### config.mk
export PLATFORM = sky130hd
export DESIGN_NAME = thermistor_adc_to_temperature_top
export DESIGN_NICKNAME = d
export VERILOG_FILES = /design/src/sv/tatc_pkg.sv /design/src/sv/thermistor_adc_to_temperature_top.sv /design/src/sv/tatc_div.sv /design/src/sv/tatc_core.sv
export SDC_FILE = /design/constraint.sdc
export NUM_CORES = 1
export LEC_CHECK = 0
export ABC_AREA = 1
export BUFFER_PORTS_ARGS = -buffer_cell sky130_fd_sc_hd__clkbuf_2
export CORE_UTILIZATION = 35
export DETAILED_ROUTE_END_ITERATION = 8
export PLACE_DENSITY = 0.47
export SLEW_MARGIN = 5
export SYNTH_ARGS = -nofsm -noshare
export SYNTH_HDL_FRONTEND = slang
export SYNTH_SLANG_ARGS = --single-unit
### constraint.sdc
create_clock -name clk -period 7.35 [get_ports clk]
set_input_delay 0.3675 -clock clk [delete_from_list [all_inputs] [get_ports clk]]
set_output_delay 0.3675 -clock clk [all_outputs]
set_load 0.005 [all_outputs]
### src/sv/tatc_pkg.sv
// shared types, constants and the segment table of the thermistor temperature reader
`default_nettype none
package tatc_pkg;

    localparam int SAMPLES_PER_RESULT_DEF = 10;

    localparam int ADC_W  = 10;
    localparam int SUM_W  = 16;
    localparam int TEMP_W = 7;
    localparam int RES_W  = 23;
    localparam int CEL_W  = 6;
    localparam int AVG_PROD_W = 22;

    // shared divider widths
    localparam int DIV_DW = 25;
    localparam int DIV_VW = 12;
    localparam int DIV_CW = $clog2(DIV_DW + 1);

    localparam logic [11:0]       VREF_MV   = 12'd3300;
    localparam logic [13:0]       R_SERIES  = 14'd10000;
    localparam logic [RES_W-1:0]  R_ZERO_C  = 23'd28017;
    localparam logic [TEMP_W-1:0] F_OFFSET  = 7'd32;
    localparam logic [4:0]        F_MUL     = 5'd18;
    localparam logic [11:0]       F_DIV     = 12'd10;
    localparam logic [ADC_W-1:0]  AVG_MAX   = 10'd1023;

    localparam int NUM_SEG = 8;

    typedef struct packed {
        logic [14:0] hi;
        logic [14:0] lo;
        logic [5:0]  base;
        logic [9:0]  step;
    } seg_t;

    localparam seg_t SEG_TAB [NUM_SEG] = '{
        '{hi: 15'd26825, lo: 15'd18560, base: 6'd1,  step: 10'd1000},
        '{hi: 15'd18560, lo: 15'd12690, base: 6'd10, step: 10'd700},
        '{hi: 15'd12690, lo: 15'd10953, base: 6'd20, step: 10'd600},
        '{hi: 15'd10953, lo: 15'd9576,  base: 6'd23, step: 10'd500},
        '{hi: 15'd9576,  lo: 15'd8160,  base: 6'd26, step: 10'd350},
        '{hi: 15'd8160,  lo: 15'd7578,  base: 6'd30, step: 10'd300},
        '{hi: 15'd7578,  lo: 15'd6357,  base: 6'd32, step: 10'd250},
        '{hi: 15'd6357,  lo: 15'd4828,  base: 6'd37, step: 10'd200}
    };

    typedef struct packed {
        logic [TEMP_W-1:0] temperature;
        logic [RES_W-1:0]  resistance_ohms;
        logic              in_range;
    } res_t;

endpackage
`default_nettype wire

### src/sv/thermistor_adc_to_temperature_top.sv
// top level: sample accumulator, mode register, result output register
// a sample that does not close a group is accumulated, the next one can follow at once
// the sample that closes a group starts the conversion; m_tvalid rises once the result has
// passed average, resistance, table lookup and, in fahrenheit, the unit conversion
// s_tready stays low during the conversion; the result waits in its own output register
// rst_n is asynchronous: it clears the accumulator, count, held temperature, mode and m_tvalid
`default_nettype none
module thermistor_adc_to_temperature_top #(
    parameter int SAMPLES_PER_RESULT = tatc_pkg::SAMPLES_PER_RESULT_DEF
) (
    input  wire logic        clk,
    input  wire logic        rst_n,
    input  wire logic        cfg_wr_en,
    input  wire logic        cfg_wr_data,   // fahrenheit_mode
    input  wire logic        s_tvalid,
    output logic             s_tready,
    input  wire logic [15:0] s_tdata,       // [9:0] adc_sample
    output logic             m_tvalid,
    input  wire logic        m_tready,
    output logic [31:0]      m_tdata,       // [6:0] temperature, [29:7] resistance_ohms
    output logic             m_tuser        // in_range
);
    import tatc_pkg::*;

    localparam int CNT_W = $clog2(SAMPLES_PER_RESULT + 1);
    localparam logic [CNT_W-1:0] CNT_LAST = CNT_W'(SAMPLES_PER_RESULT - 1);

    logic              mode_reg;
    logic [SUM_W-1:0]  sum_reg;
    logic [CNT_W-1:0]  cnt_reg;
    logic              m_tvalid_reg;
    logic [31:0]       m_tdata_reg;
    logic              m_tuser_reg;

    logic              s_xfer;
    logic [SUM_W-1:0]  sum_add;
    logic              core_start;
    logic              core_idle;
    logic              res_valid;
    logic              res_ready;
    res_t              res;

    assign s_tready   = core_idle;
    assign s_xfer     = s_tvalid && s_tready;
    assign sum_add    = sum_reg + {{(SUM_W-ADC_W){1'b0}}, s_tdata[ADC_W-1:0]};
    assign core_start = s_xfer && (cnt_reg == CNT_LAST);
    assign res_ready  = !m_tvalid_reg || m_tready;

    always_ff @(posedge clk or negedge rst_n)
    begin
        if (!rst_n)
        begin
            mode_reg <= 1'b0;
            sum_reg  <= '0;
            cnt_reg  <= '0;
        end
        else
        begin
            if (cfg_wr_en)
                mode_reg <= cfg_wr_data;
            if (s_xfer)
            begin
                if (cnt_reg == CNT_LAST)
                begin
                    sum_reg <= '0;
                    cnt_reg <= '0;
                end
                else
                begin
                    sum_reg <= sum_add;
                    cnt_reg <= cnt_reg + 1'b1;
                end
            end
        end
    end

    tatc_core #(
        .SAMPLES_PER_RESULT (SAMPLES_PER_RESULT)
    ) u_core (
        .clk             (clk),
        .rst_n           (rst_n),
        .start           (core_start),
        .sum             (sum_add),
        .fahrenheit_mode (mode_reg),
        .idle            (core_idle),
        .res_valid       (res_valid),
        .res_ready       (res_ready),
        .res             (res)
    );

    always_ff @(posedge clk or negedge rst_n)
    begin
        if (!rst_n)
            m_tvalid_reg <= 1'b0;
        else if (res_valid && res_ready)
            m_tvalid_reg <= 1'b1;
        else if (m_tready)
            m_tvalid_reg <= 1'b0;
    end

    always_ff @(posedge clk)
    begin
        if (res_valid && res_ready)
        begin
            m_tdata_reg <= {2'b00, res.resistance_ohms, res.temperature};
            m_tuser_reg <= res.in_range;
        end
    end

    assign m_tvalid = m_tvalid_reg;
    assign m_tdata  = m_tdata_reg;
    assign m_tuser  = m_tuser_reg;

    // closing a group must stall the input side
    a_start_blocks: assert property (@(posedge clk) disable iff (!rst_n)
        core_start |=> !s_tready)
        else $error("input still ready after a group closed");

    a_cnt_bound: assert property (@(posedge clk) disable iff (!rst_n)
        cnt_reg <= CNT_LAST)
        else $error("sample count beyond group size");

    // a finished result waits until the output register frees up
    a_res_wait: assert property (@(posedge clk) disable iff (!rst_n)
        res_valid && !res_ready |=> res_valid && $stable(res))
        else $error("result lost while output register busy");

    a_no_input_busy: assert property (@(posedge clk) disable iff (!rst_n)
        res_valid |-> !s_tready)
        else $error("input ready while result pending in core");

endmodule
`default_nettype wire

### src/sv/tatc_div.sv
// iterative restoring divider, one quotient bit per cycle
`default_nettype none
module tatc_div (
    input  wire logic                          clk,
    input  wire logic                          rst_n,
    input  wire logic                          start,
    input  wire logic [tatc_pkg::DIV_DW-1:0]   dividend,
    input  wire logic [tatc_pkg::DIV_VW-1:0]   divisor,
    output logic                               done,
    output logic [tatc_pkg::DIV_DW-1:0]        quotient
);
    import tatc_pkg::*;

    logic              busy_reg;
    logic [DIV_CW-1:0] cnt_reg;
    logic [DIV_DW-1:0] q_reg;
    logic [DIV_VW-1:0] rem_reg;
    logic [DIV_VW-1:0] divisor_reg;
    logic [DIV_VW:0]   shifted;
    logic [DIV_VW+1:0] diff;

    assign shifted  = {rem_reg, q_reg[DIV_DW-1]};
    assign diff     = {1'b0, shifted} - {2'b00, divisor_reg};
    assign done     = busy_reg && (cnt_reg == '0);
    assign quotient = q_reg;

    always_ff @(posedge clk or negedge rst_n)
    begin
        if (!rst_n)
        begin
            busy_reg <= 1'b0;
            cnt_reg  <= '0;
        end
        else if (start)
        begin
            busy_reg <= 1'b1;
            cnt_reg  <= DIV_CW'(DIV_DW);
        end
        else if (busy_reg)
        begin
            if (cnt_reg == '0)
                busy_reg <= 1'b0;
            else
                cnt_reg <= cnt_reg - 1'b1;
        end
    end

    always_ff @(posedge clk)
    begin
        if (start)
        begin
            q_reg       <= dividend;
            rem_reg     <= '0;
            divisor_reg <= divisor;
        end
        else if (busy_reg && (cnt_reg != '0))
        begin
            // remainder stays below the divisor, so the low bits hold it
            if (!diff[DIV_VW+1])
            begin
                rem_reg <= diff[DIV_VW-1:0];
                q_reg   <= {q_reg[DIV_DW-2:0], 1'b1};
            end
            else
            begin
                rem_reg <= shifted[DIV_VW-1:0];
                q_reg   <= {q_reg[DIV_DW-2:0], 1'b0};
            end
        end
    end

endmodule
`default_nettype wire

### src/sv/tatc_core.sv
// sequencer that runs average, resistance, table lookup and unit conversion on one divider
`default_nettype none
module tatc_core #(
    parameter int SAMPLES_PER_RESULT = tatc_pkg::SAMPLES_PER_RESULT_DEF
) (
    input  wire logic                         clk,
    input  wire logic                         rst_n,
    input  wire logic                         start,
    input  wire logic [tatc_pkg::SUM_W-1:0]   sum,
    input  wire logic                         fahrenheit_mode,
    output logic                              idle,
    output logic                              res_valid,
    input  wire logic                         res_ready,
    output tatc_pkg::res_t                    res
);
    import tatc_pkg::*;

    typedef enum logic [3:0] {
        S_IDLE,
        S_AVG,
        S_PROD,
        S_RES,
        S_LOOK,
        S_SEG,
        S_CONV,
        S_FAHR,
        S_DONE
    } state_t;

    localparam logic [DIV_VW-1:0] N_DIV = DIV_VW'(SAMPLES_PER_RESULT);

    state_t                state_reg;
    logic [AVG_PROD_W-1:0] prod_reg;
    logic [RES_W-1:0]      r_reg;
    logic [CEL_W-1:0]      held_reg;
    logic [CEL_W-1:0]      base_reg;
    logic                  ok_reg;
    logic [TEMP_W-1:0]     temp_reg;

    logic              div_start;
    logic [DIV_DW-1:0] div_dividend;
    logic [DIV_VW-1:0] div_divisor;
    logic              div_done;
    logic [DIV_DW-1:0] div_quot;

    logic [11:0]       mv;
    logic [ADC_W-1:0]  avg;
    logic              seg_hit;
    logic [2:0]        seg_sel;
    seg_t              seg;

    assign mv  = prod_reg[AVG_PROD_W-1:10];
    assign avg = (div_quot[DIV_DW-1:ADC_W] != '0) ? AVG_MAX : div_quot[ADC_W-1:0];
    assign seg = SEG_TAB[seg_sel];

    // segments are disjoint, the first hit is the only one
    always_comb
    begin
        seg_hit = 1'b0;
        seg_sel = '0;
        for (int k = 0; k < NUM_SEG; k++)
        begin
            if (!seg_hit && (r_reg > {8'b0, SEG_TAB[k].lo}) && (r_reg <= {8'b0, SEG_TAB[k].hi}))
            begin
                seg_hit = 1'b1;
                seg_sel = k[2:0];
            end
        end
    end

    always_comb
    begin
        div_start    = 1'b0;
        div_dividend = '0;
        div_divisor  = N_DIV;
        unique case (state_reg)
            S_IDLE:
            begin
                div_start    = start;
                div_dividend = DIV_DW'(sum);
                div_divisor  = N_DIV;
            end
            S_PROD:
            begin
                div_start    = 1'b1;
                div_dividend = {13'b0, mv} * {11'b0, R_SERIES};
                div_divisor  = VREF_MV - mv;
            end
            S_LOOK:
            begin
                div_start    = seg_hit && (r_reg != R_ZERO_C);
                div_dividend = DIV_DW'(seg.hi - r_reg[14:0]);
                div_divisor  = DIV_VW'(seg.step);
            end
            S_CONV:
            begin
                div_start    = fahrenheit_mode;
                div_dividend = {19'b0, held_reg} * {20'b0, F_MUL};
                div_divisor  = F_DIV;
            end
            S_AVG, S_RES, S_SEG, S_FAHR, S_DONE:
            begin
                div_start = 1'b0;
            end
            default:
            begin
                div_start = 1'b0;
            end
        endcase
    end

    tatc_div u_div (
        .clk      (clk),
        .rst_n    (rst_n),
        .start    (div_start),
        .dividend (div_dividend),
        .divisor  (div_divisor),
        .done     (div_done),
        .quotient (div_quot)
    );

    always_ff @(posedge clk or negedge rst_n)
    begin
        if (!rst_n)
        begin
            state_reg <= S_IDLE;
            held_reg  <= '0;
            ok_reg    <= 1'b0;
            prod_reg  <= '0;
            r_reg     <= '0;
            base_reg  <= '0;
            temp_reg  <= '0;
        end
        else
        begin
            unique case (state_reg)
                S_IDLE:
                begin
                    if (start)
                        state_reg <= S_AVG;
                end
                S_AVG:
                begin
                    if (div_done)
                    begin
                        prod_reg  <= {12'b0, avg} * {10'b0, VREF_MV};
                        state_reg <= S_PROD;
                    end
                end
                S_PROD:
                begin
                    state_reg <= S_RES;
                end
                S_RES:
                begin
                    if (div_done)
                    begin
                        r_reg     <= div_quot[RES_W-1:0];
                        state_reg <= S_LOOK;
                    end
                end
                S_LOOK:
                begin
                    if (r_reg == R_ZERO_C)
                    begin
                        held_reg  <= '0;
                        ok_reg    <= 1'b1;
                        state_reg <= S_CONV;
                    end
                    else if (seg_hit)
                    begin
                        base_reg  <= seg.base;
                        state_reg <= S_SEG;
                    end
                    else
                    begin
                        // out of the table: keep the last temperature
                        ok_reg    <= 1'b0;
                        state_reg <= S_CONV;
                    end
                end
                S_SEG:
                begin
                    if (div_done)
                    begin
                        held_reg  <= base_reg + div_quot[CEL_W-1:0];
                        ok_reg    <= 1'b1;
                        state_reg <= S_CONV;
                    end
                end
                S_CONV:
                begin
                    if (fahrenheit_mode)
                        state_reg <= S_FAHR;
                    else
                    begin
                        temp_reg  <= {1'b0, held_reg};
                        state_reg <= S_DONE;
                    end
                end
                S_FAHR:
                begin
                    if (div_done)
                    begin
                        temp_reg  <= F_OFFSET + div_quot[TEMP_W-1:0];
                        state_reg <= S_DONE;
                    end
                end
                S_DONE:
                begin
                    if (res_ready)
                        state_reg <= S_IDLE;
                end
                default:
                begin
                    state_reg <= S_IDLE;
                end
            endcase
        end
    end

    assign idle                = (state_reg == S_IDLE);
    assign res_valid           = (state_reg == S_DONE);
    assign res.temperature     = temp_reg;
    assign res.resistance_ohms = r_reg;
    assign res.in_range        = ok_reg;

endmodule
`default_nettype wire
Word level (Yosys, flattened, before mapping)
Memory sizes are Yosys's and may differ from the RTL's.
Index checks and enable logic that the tools add are counted.
{"block": "classes", "add_sub_neg": 8, "n_mul": 3, "magnitude_cmp": 17, "eq_ne": 21, "n_mux": 55, "bitwise_logic": 2, "reduce_logical": 47}
{"op": "one-hot mux 25 bit (4 select lines)", "count": 1}
{"op": "> comparator 23 x 13 -> 1 bit (second input constant)", "count": 4}
{"op": "two-way mux 46 bit", "count": 2}
{"op": "> comparator 23 x 14 -> 1 bit (second input constant)", "count": 3}
{"op": "<= comparator 23 x 13 -> 1 bit (second input constant)", "count": 3}
{"op": "<= comparator 23 x 14 -> 1 bit (second input constant)", "count": 3}
{"op": "two-way mux 25 bit", "count": 2}
{"op": "<= comparator 23 x 15 -> 1 bit (second input constant)", "count": 2}
{"op": "two-way mux 4 bit", "count": 9}
{"op": "one-hot mux 4 bit (9 select lines)", "count": 1}
{"op": "one-hot mux 12 bit (2 select lines)", "count": 1}
{"op": "equality test 23 x 15 -> 1 bit (second input constant)", "count": 1}
{"op": "> comparator 23 x 15 -> 1 bit (second input constant)", "count": 1}
{"op": "!= test 23 x 15 -> 1 bit (second input constant)", "count": 1}
{"op": "logical AND 1 bit", "count": 21}
{"op": "multiplier 12 x 10 -> 21 bit (second input constant)", "count": 1}
{"op": "multiplier 10 x 10 -> 20 bit (second input constant)", "count": 1}
{"op": "two-way mux 1 bit", "count": 18}
{"op": "adder 16 x 10 -> 16 bit", "count": 1}
{"op": "equality test 4 x 3 -> 1 bit (second input constant)", "count": 4}
{"op": "two-way mux 16 bit", "count": 1}
{"op": "!= test 2 x 1 -> 1 bit (second input constant)", "count": 8}
{"op": "subtractor 15 x 15 -> 16 bit", "count": 1}
{"op": "two-way mux 5 bit", "count": 3}
{"op": "35 further kinds", "count": 60}
{"block": "word_totals", "reg_bits": 175, "romBits": 368, "in_bits": 22, "out_inout_bits": 35, "word_cells": 172, "n_memories": 1}
{"memory": "(no name shown)", "words": 8, "word_bits": 46, "rd": 1, "rd_ports_with_merged_regs": 0, "write_ports": 0, "line_no": "tatc_core.sv:54", "rtl": "assign seg = SEG_TAB[seg_sel];"}

Logic depth before layout (Yosys ltp)
Gate-level depths: netlist of the first run.
{"block": "logic_depth", "depth_word": 38, "depth_mapped": 29, "mapped_depth_nobuf": 29}

By module
Synthesis of the first run repeated with hierarchy kept, for this count alone.
{"block": "hier_totals", "hier_cells": 2069, "area_unflattened_um2": 15423.5}
{"module": "tatc_core", "n_inst": 1, "cells_each": 1383, "area_per_inst_um2": 9537.9, "seq_area_each_um2": 1476.4}
{"module": "tatc_div", "n_inst": 1, "cells_each": 398, "area_per_inst_um2": 3233.1, "seq_area_each_um2": 1501.4}
{"module": "thermistor_adc_to_temperature_top", "n_inst": 1, "cells_each": 288, "area_per_inst_um2": 2652.5, "seq_area_each_um2": 1481.4}

Least setup slack after synthesis of the first run
OpenSTA, ideal clock, no wires.
{"block": "synth_timing", "path_kind": "reg2reg", "from": "register u_core.u_div.q_reg[11] (netlist: u_core.u_div.quotient[11])", "to": "register u_core.prod_reg[17]", "setup_time_ns": 0.130, "arrival_time_ns": 4.740, "required_time_ns": 7.220, "slack_ns": 2.480, "stages_incl_launch_ff": 23, "n_path_buf": 0, "synth_period_minus_slack_ns": 4.870, "path_cell_list": "edfxtp_1 > nor4_1 > and2_1 > and2_1 > inv_1 > or2_2 > ha_1 > inv_1 > fa_1 > inv_1 > fa_1 > fa_1 > ha_1 > ha_1 > a21oi_1 > o21ai_0 > a21oi_1 > nand2_1 > nand2_1 > nand2_1 > or2_2 > nand3_1 > o21ai_0"}
{"block": "synth_via", "elab_chain_len": 3}
{"item": "start: declaration", "line_no": "tatc_div.sv:16", "rtl": "logic [DIV_DW-1:0] q_reg;"}
{"item": "start signal: assignment", "line_no": "tatc_div.sv:52", "rtl": "q_reg <= dividend;"}
{"item": "start signal: assignment", "line_no": "tatc_div.sv:62", "rtl": "q_reg <= {q_reg[DIV_DW-2:0], 1'b1};"}
{"item": "start signal: assignment", "line_no": "tatc_div.sv:67", "rtl": "q_reg <= {q_reg[DIV_DW-2:0], 1'b0};"}
{"item": "nonzero test 15 bit", "line_no": "tatc_core.sv:53", "rtl": "assign avg = (div_quot[DIV_DW-1:ADC_W] != '0) ? AVG_MAX : div_quot[ADC_W-1:0];"}
{"item": "two-way mux 10 bit", "line_no": "tatc_core.sv:53"}
{"item": "multiplier 10 x 10 -> 20 bit", "line_no": "tatc_core.sv:146", "rtl": "prod_reg <= {12'b0, avg} * {10'b0, VREF_MV};"}
{"item": "end signal: assignment", "line_no": "tatc_core.sv:146"}
{"item": "end: declaration", "line_no": "tatc_core.sv:33", "rtl": "logic [AVG_PROD_W-1:0] prod_reg;"}
No other way between the ends.
A chain may end at the register's enable or synchronous reset.

Final worst setup path of the first run
{"block": "layout_timing", "from": "register u_core.u_div.q_reg[21] (netlist: u_core.u_div.quotient[21])", "to": "register u_core.prod_reg[19]"}
Same word-level chain as after synthesis.

==> results.sh, run 1 <==
export IMPL_yosysMostFrequentCell="nand2_1"
export IMPL_ctsHoldBuffers=1
export IMPL_grtUsageTotal_pct=20.1
export IMPL_vias=11800
export IMPL_finalWirelength_mm=39.9
export IMPL_worst_path_most_repeated_cell="nand2_1"
export IMPL_hold_viol_final=0
export IMPL_cts_inserted_buffers=17
export IMPL_drcViolationCount=0
export IMPL_grt_overflow_total=0
export IMPL_first_iter_violations=635
export IMPL_grt_first_pass_wirelength_mm=64.5
export IMPL_netlist_top_cells_count="nand2_1 (304), inv_1 (277), ha_1 (184), nor2_1 (177), a21oi_1 (112)"
export IMPL_ys_warn_count=0
export IMPL_diodes=0
export IMPL_post_dp_hpwl_mm=32.3
export IMPL_syn_area_um2=14300
export IMPL_critical_path_required_ns=7.66
export IMPL_clkTransAtPathRegs_ns=0.07
export IMPL_largest_reg_flops=30
export IMPL_status="finished clean"
export IMPL_rsz0062_at_grt="false"
export IMPL_start_util_pct=35.7
export IMPL_synth_top_area_cell="ha_1"
export IMPL_antenna_found_initial=1
export IMPL_first_pass_iters=5
export IMPL_tns_ns=0
export IMPL_synth_edf_count=68
export IMPL_cts_root_buf="clkbuf_16"
export IMPL_cp_start_kind="register"
export IMPL_core_um2=40000
export IMPL_gp_congestion=0.921
export IMPL_final_util_pct=39.4
export IMPL_synth_seq_cells=167
export IMPL_ant_nets=0
export IMPL_portBuffers=48
export IMPL_slew_viol_final=0
export IMPL_worst_pin_slew_ns=0.888
export IMPL_period_minus_slack_ns=5.63
export IMPL_drive_above_1_share_pct=8.66
export IMPL_finalClockSkew_ns=0.0137
export IMPL_htreeDepth=4
export IMPL_crit_type="register to register"
export IMPL_fin_crit_sh_pct=76.6
export IMPL_post_cts_resized=0
export IMPL_cap_violations=0
export IMPL_postSynthCellCount=1766
export IMPL_fp_dieH_um=204
export IMPL_max_stage_delay_ns=0.55
export IMPL_fmax_ghz=0.178
export IMPL_syn_area_per_cell_um2=8.08
export IMPL_synth_ff_type="dfrtp_1"
export IMPL_via_per_inst=5.04
export IMPL_post_drt_wl_per_cell_um=17.0
export IMPL_grt_max_degree=65
export IMPL_synthToLayoutAreaGrowth_pct=10.3
export IMPL_min_path_type="input pin to register"
export IMPL_final_nets=2067
export IMPL_yosysTopAreaCellShare_pct=16.1
export IMPL_cts_num_sinks=167
export IMPL_cts_tree="yes"
export IMPL_ys_types=69
export IMPL_worst_path_max_delay_cell="fa_1"
export IMPL_io_pins=57
export IMPL_die_area_um2=41600
export IMPL_worst_skew_pair_late_latency_ns=0.45
export IMPL_ys_seq_area_share_pct=31.2
export IMPL_async_flop_share_pct=52.1
export IMPL_post_cts_buffers=0
export IMPL_synth_area_top_cells="ha_1 (16%), dfrtp_1 (15%), edfxtp_1 (14%)"
export IMPL_grt_pass1_vias=11900
export IMPL_worstPathMaxFanout=8
export IMPL_clockBufferDepth=2
export IMPL_worstSetupEndpointType="register"
export IMPL_setup_violations_final=0
export IMPL_crit_arrival_ns=5.94
export IMPL_relSlewSlack_pct=40.3
export IMPL_rows=73
export IMPL_die_x_um=204
## final cells by class
type / count / area [um^2]
fillers: 4218 / 24300
multi-input cells: 1274 / 8570
flip-flops and latches: 167 / 4460
inverters: 293 / 1100
well taps: 525 / 657
clock buffers: 17 / 425
repair buffers: 58 / 320
clock inverters: 15 / 218
## per-layer routing
layer	part of all wire [%]	GRT usage [%]	wire length (um)
met5	0	0	0
met4	1.8	5.28	707
met3	3.9	2.57	1540
met2	47	34.0	18800
met1	47	26.9	18900
## critical path, delay by kind of cell (launching register included)
kind / cells / cell delay (ns)
adder cells (fa/ha/maj): 6 / 2.32
AND/OR/NAND/NOR: 16 / 2.00
AO/OA/AOI/OAI: 3 / 0.42
flip-flops: 1 / 0.41
buffers and inverters: 3 / 0.33
## path summary, 6_finish.rpt
| check | from | end | slack [ns] | cells past startpoint |
|---|---|---|---|---|
| setup reg to reg | u_core.u_div.quotient[21]$_DFFE_PP_ | u_core.prod_reg[19]$_DFFE_PN0P_ | 1.72 | 28 |
| hold / removal | cfg_wr_en | mode_reg$_DFFE_PN0P_ | 0.12 | 2 |
| hold reg to reg | u_core.temp_reg[3]$_DFFE_PN0P_ | m_tdata[3]$_DFFE_PP_ | 0.46 | 0 |
| min in group asynchronous | rst_n | cnt_reg[1]$_DFFE_PN0P_ | 0.35 | 2 |
| setup / recovery | u_core.u_div.quotient[21]$_DFFE_PP_ | u_core.prod_reg[19]$_DFFE_PN0P_ | 1.72 | 28 |
| max in group asynchronous | rst_n | u_core.r_reg[19]$_DFFE_PN0P_ | 5.83 | 3 |
## through the flow
| stage | setup slack (ns) | area (um^2) | hold WS, ns | std cells |
|---|---|---|---|---|
| finish | 1.72 | 15700 | 0.120 | 2349 |
| detailed placement | 1.54 | 15100 | 0.293 | 2316 |
| global route | 1.15 | 15700 | 0.115 | 2349 |
| global placement | 1.65 | 15100 | 0.295 | 2316 |
| floorplan | 2.48 | 14300 | 0.0719 | 1767 |
| CTS | 1.51 | 15700 | 0.0981 | 2349 |
## placed cells by master (no fill, tap or decap), types with 47 or more instances in the layout
cell / n
clkbuf_2: 47
edfxtp_1: 68
inv_1: 277
dfrtp_1: 87
o21ai_0: 99
a21oi_1: 112
nand2_1: 304
fa_1: 50
nand3_1: 89
ha_1: 184
nor2_1: 176
## kinds of logic (layout without fill, tap and decap cells)
group	Yosys count	count (layout)	share of synthesized area, %
AO/OA/AOI/OAI	319	319	13.1
multiplexers	4	4	0.307
adder cells (fa/ha/maj)	234	234	23.1
buffers and inverters	326	383	8.84
other	1	2	0.0263
flip-flops	167	167	31.2
AND/OR/NAND/NOR	671	671	20.6
XOR/XNOR	44	44	2.70
Power of run 1 is not shown: default switching activity piles up to over one toggle a cycle in this logic, so the estimate is an artifact.
==> run 2, diff against run 1 <==
- PLACE_DENSITY: 0.47 -> 0.49
- clock period: 7.35 -> 4.6 ns (I/O delays scaled with it)
==> run 2 against run 1 <==
The flow now finishes with violations (negative setup slack). Via count increased by 6.0%. Clock-buffer cell count up 2. Final cell count up 6.6%. Die area is the same.
==> results.sh, run 2 (synthesis results as in run 1) <==
export IMPL_rsz0062_at_grt="true"
export IMPL_fin_ws_ns=-0.267
export IMPL_portBuffers=48
export IMPL_first_pass_iters=5
export IMPL_critical_path_required_ns=4.93
export IMPL_hold_viol_final=0
export IMPL_grt_pass1_vias=12800
export IMPL_fin_crit_sh_pct=106
export IMPL_clockBufferDepth=2
export IMPL_cts_inserted_buffers=17
export IMPL_cp_start_kind="register"
export IMPL_clkTransAtPathRegs_ns=0.08
export IMPL_cts_tree="yes"
export IMPL_grt_first_pass_wirelength_mm=67.7
export IMPL_globalRouteMet3Util_pct=2.22
export IMPL_finalClockSkew_ns=0.0169
export IMPL_setup_violations_final=10
export IMPL_stdcell_area_um2=17600
export IMPL_io_pins=57
export IMPL_grt_overflow_total=0
export IMPL_top_usage_layer="met2"
export IMPL_nFillCells=4044
export IMPL_period_minus_slack_ns=4.87
export IMPL_first_iter_violations=685
export IMPL_final_nets=2222
export IMPL_slew_viol_final=0
export IMPL_antenna_found_initial=0
export IMPL_start_util_pct=35.7
export IMPL_finalWirelength_mm=42.0
export IMPL_globalRouteMet2Util_pct=36.1
export IMPL_diodes=0
export IMPL_fp_dieH_um=204
export IMPL_multi_input_area_um2=9250
export IMPL_seq_area_um2=4470
export IMPL_worst_pin_slew_ns=0.959
export IMPL_cap_violations=0
export IMPL_die_area_um2=41600
export IMPL_crit_type="register to register"
export IMPL_die_x_um=204
export IMPL_rows=73
export IMPL_core_um2=40000
export IMPL_largest_reg_flops=30
export IMPL_vias=12500
export IMPL_worstSetupEndpointType="register"
export IMPL_cts_num_sinks=167
export IMPL_via_per_inst=5.01
export IMPL_gp_congestion=0.953
export IMPL_worst_skew_pair_late_latency_ns=0.46
export IMPL_ant_nets=0
export IMPL_violations="negative setup slack"
export IMPL_min_path_type="input pin to register"
export IMPL_post_drt_wl_per_cell_um=16.8
export IMPL_relSlewSlack_pct=35.9
export IMPL_status="complete, but fails checks"
export IMPL_worstPathMaxFanout=8
export IMPL_grt_use_met1_pct=27.4
export IMPL_grt_max_degree=59
export IMPL_post_dp_hpwl_mm=34.0
export IMPL_drive_above_1_share_pct=21.7
export IMPL_synthToLayoutAreaGrowth_pct=23.3
export IMPL_fmax_ghz=0.205
export IMPL_cts_root_buf="clkbuf_16"
export IMPL_final_cell_mix="nand2_1 (289), inv_1 (259), nor2_1 (168), buf_4 (157), ha_1 (152)"
export IMPL_grtUsageTotal_pct=21.1
export IMPL_layout_commonest_cell="nand2_1"
export IMPL_crit_arrival_ns=5.19
export IMPL_dpl_cell_area_um2=16300
export IMPL_drcViolationCount=0
export IMPL_htreeDepth=4
run 2: changes by cell type in the layout (fill, tap and decap cells not counted), sizes merged, moves of 3 or more:
cell and change:
clkinv -3, inv +3, bufinv -4, buf +153
run 2: stage by stage:
stage | instances | setup slack (ns) | hold slack [ns] | util [%] | TNS, ns
2_1_floorplan | 1767 | -0.0334 | -0.0656 | - | -0.0334
3_3_place_gp | 2460 | -0.462 | 0.376 | 40.9 | -3.84
3_5_place_dp | 2460 | -0.504 | 0.375 | 40.9 | -4.71
4_1_cts | 2504 | -0.254 | 0.0396 | 43.6 | -1.65
5_1_grt | 2504 | -0.551 | 0.0603 | 44.0 | -5.06
6_report | 2504 | -0.267 | 0.0525 | 44.0 | -1.78
run 2: timing repair:
action | 4_1_cts | 5_1_grt
hold buffers | 3 | 0
gates resized for setup | 101 | 34
pin swaps | 87 | 12
endpoints found under the hold margin | 58 | 0
setup buffers | 9 | 0
gates cloned | 0 | 0
setup endpoints to repair | 16 | 22
run 2: final timing paths:
check	start	end	slack (ns)	cells past startpoint
worst min register to register	u_core.temp_reg[5]$_DFFE_PN0P_	m_tdata[5]$_DFFE_PP_	0.47	0
max in group asynchronous	rst_n	u_core.r_reg[7]$_DFFE_PN0P_	3.26	3
worst max-delay path	u_core.u_div.quotient[15]$_DFFE_PP_	u_core.prod_reg[18]$_DFFE_PN0P_	-0.27	23
worst min-delay path	m_tready	m_tvalid$_DFFE_PN0P_	0.05	4
worst max register to register	u_core.u_div.quotient[15]$_DFFE_PP_	u_core.prod_reg[18]$_DFFE_PN0P_	-0.27	23
min in group asynchronous	rst_n	sum_reg[5]$_DFFE_PN0P_	0.39	2
run 2: cell type report:
| class | count | share of cell area, % |
|---|---|---|
| flip-flops and latches | 167 | 25.4 |
| repair buffers | 213 | 8.69 |
| inverters | 293 | 6.29 |
| clock buffers | 19 | 2.58 |
| clock inverters | 13 | 0.732 |
| multi-input cells | 1274 | 52.6 |
| well taps | 525 | 3.73 |
run 2: routing by layer:
layer	part of all wire, %	routed length (um)	vias to the layer above
li1	-	-	6289
met5	0	0	-
met3	3.1	1290	54
met2	48	20000	245
met1	47	19600	5959
met4	2.5	1060	0
run 2: worst max-delay path, cell delays in order (launching register included):
cell and delay [ns]:
edfxtp_1 0.40, nor4_2 0.32, and2_1 0.16, and2_4 0.22, inv_8 0.07, or2_4 0.29
ha_4 0.29, inv_2 0.04, fa_1 0.47, inv_1 0.05, fa_1 0.46, fa_1 0.57
ha_4 0.22, ha_4 0.29, nand2_4 0.06, nor2_4 0.12, nand3_2 0.09, nand2_2 0.11
nand2_2 0.07, nand2_2 0.07, nand2_2 0.05, nand2_1 0.07, xor2_1 0.15, o21ai_1 0.07
Power of run 2 is left out for the same reason.
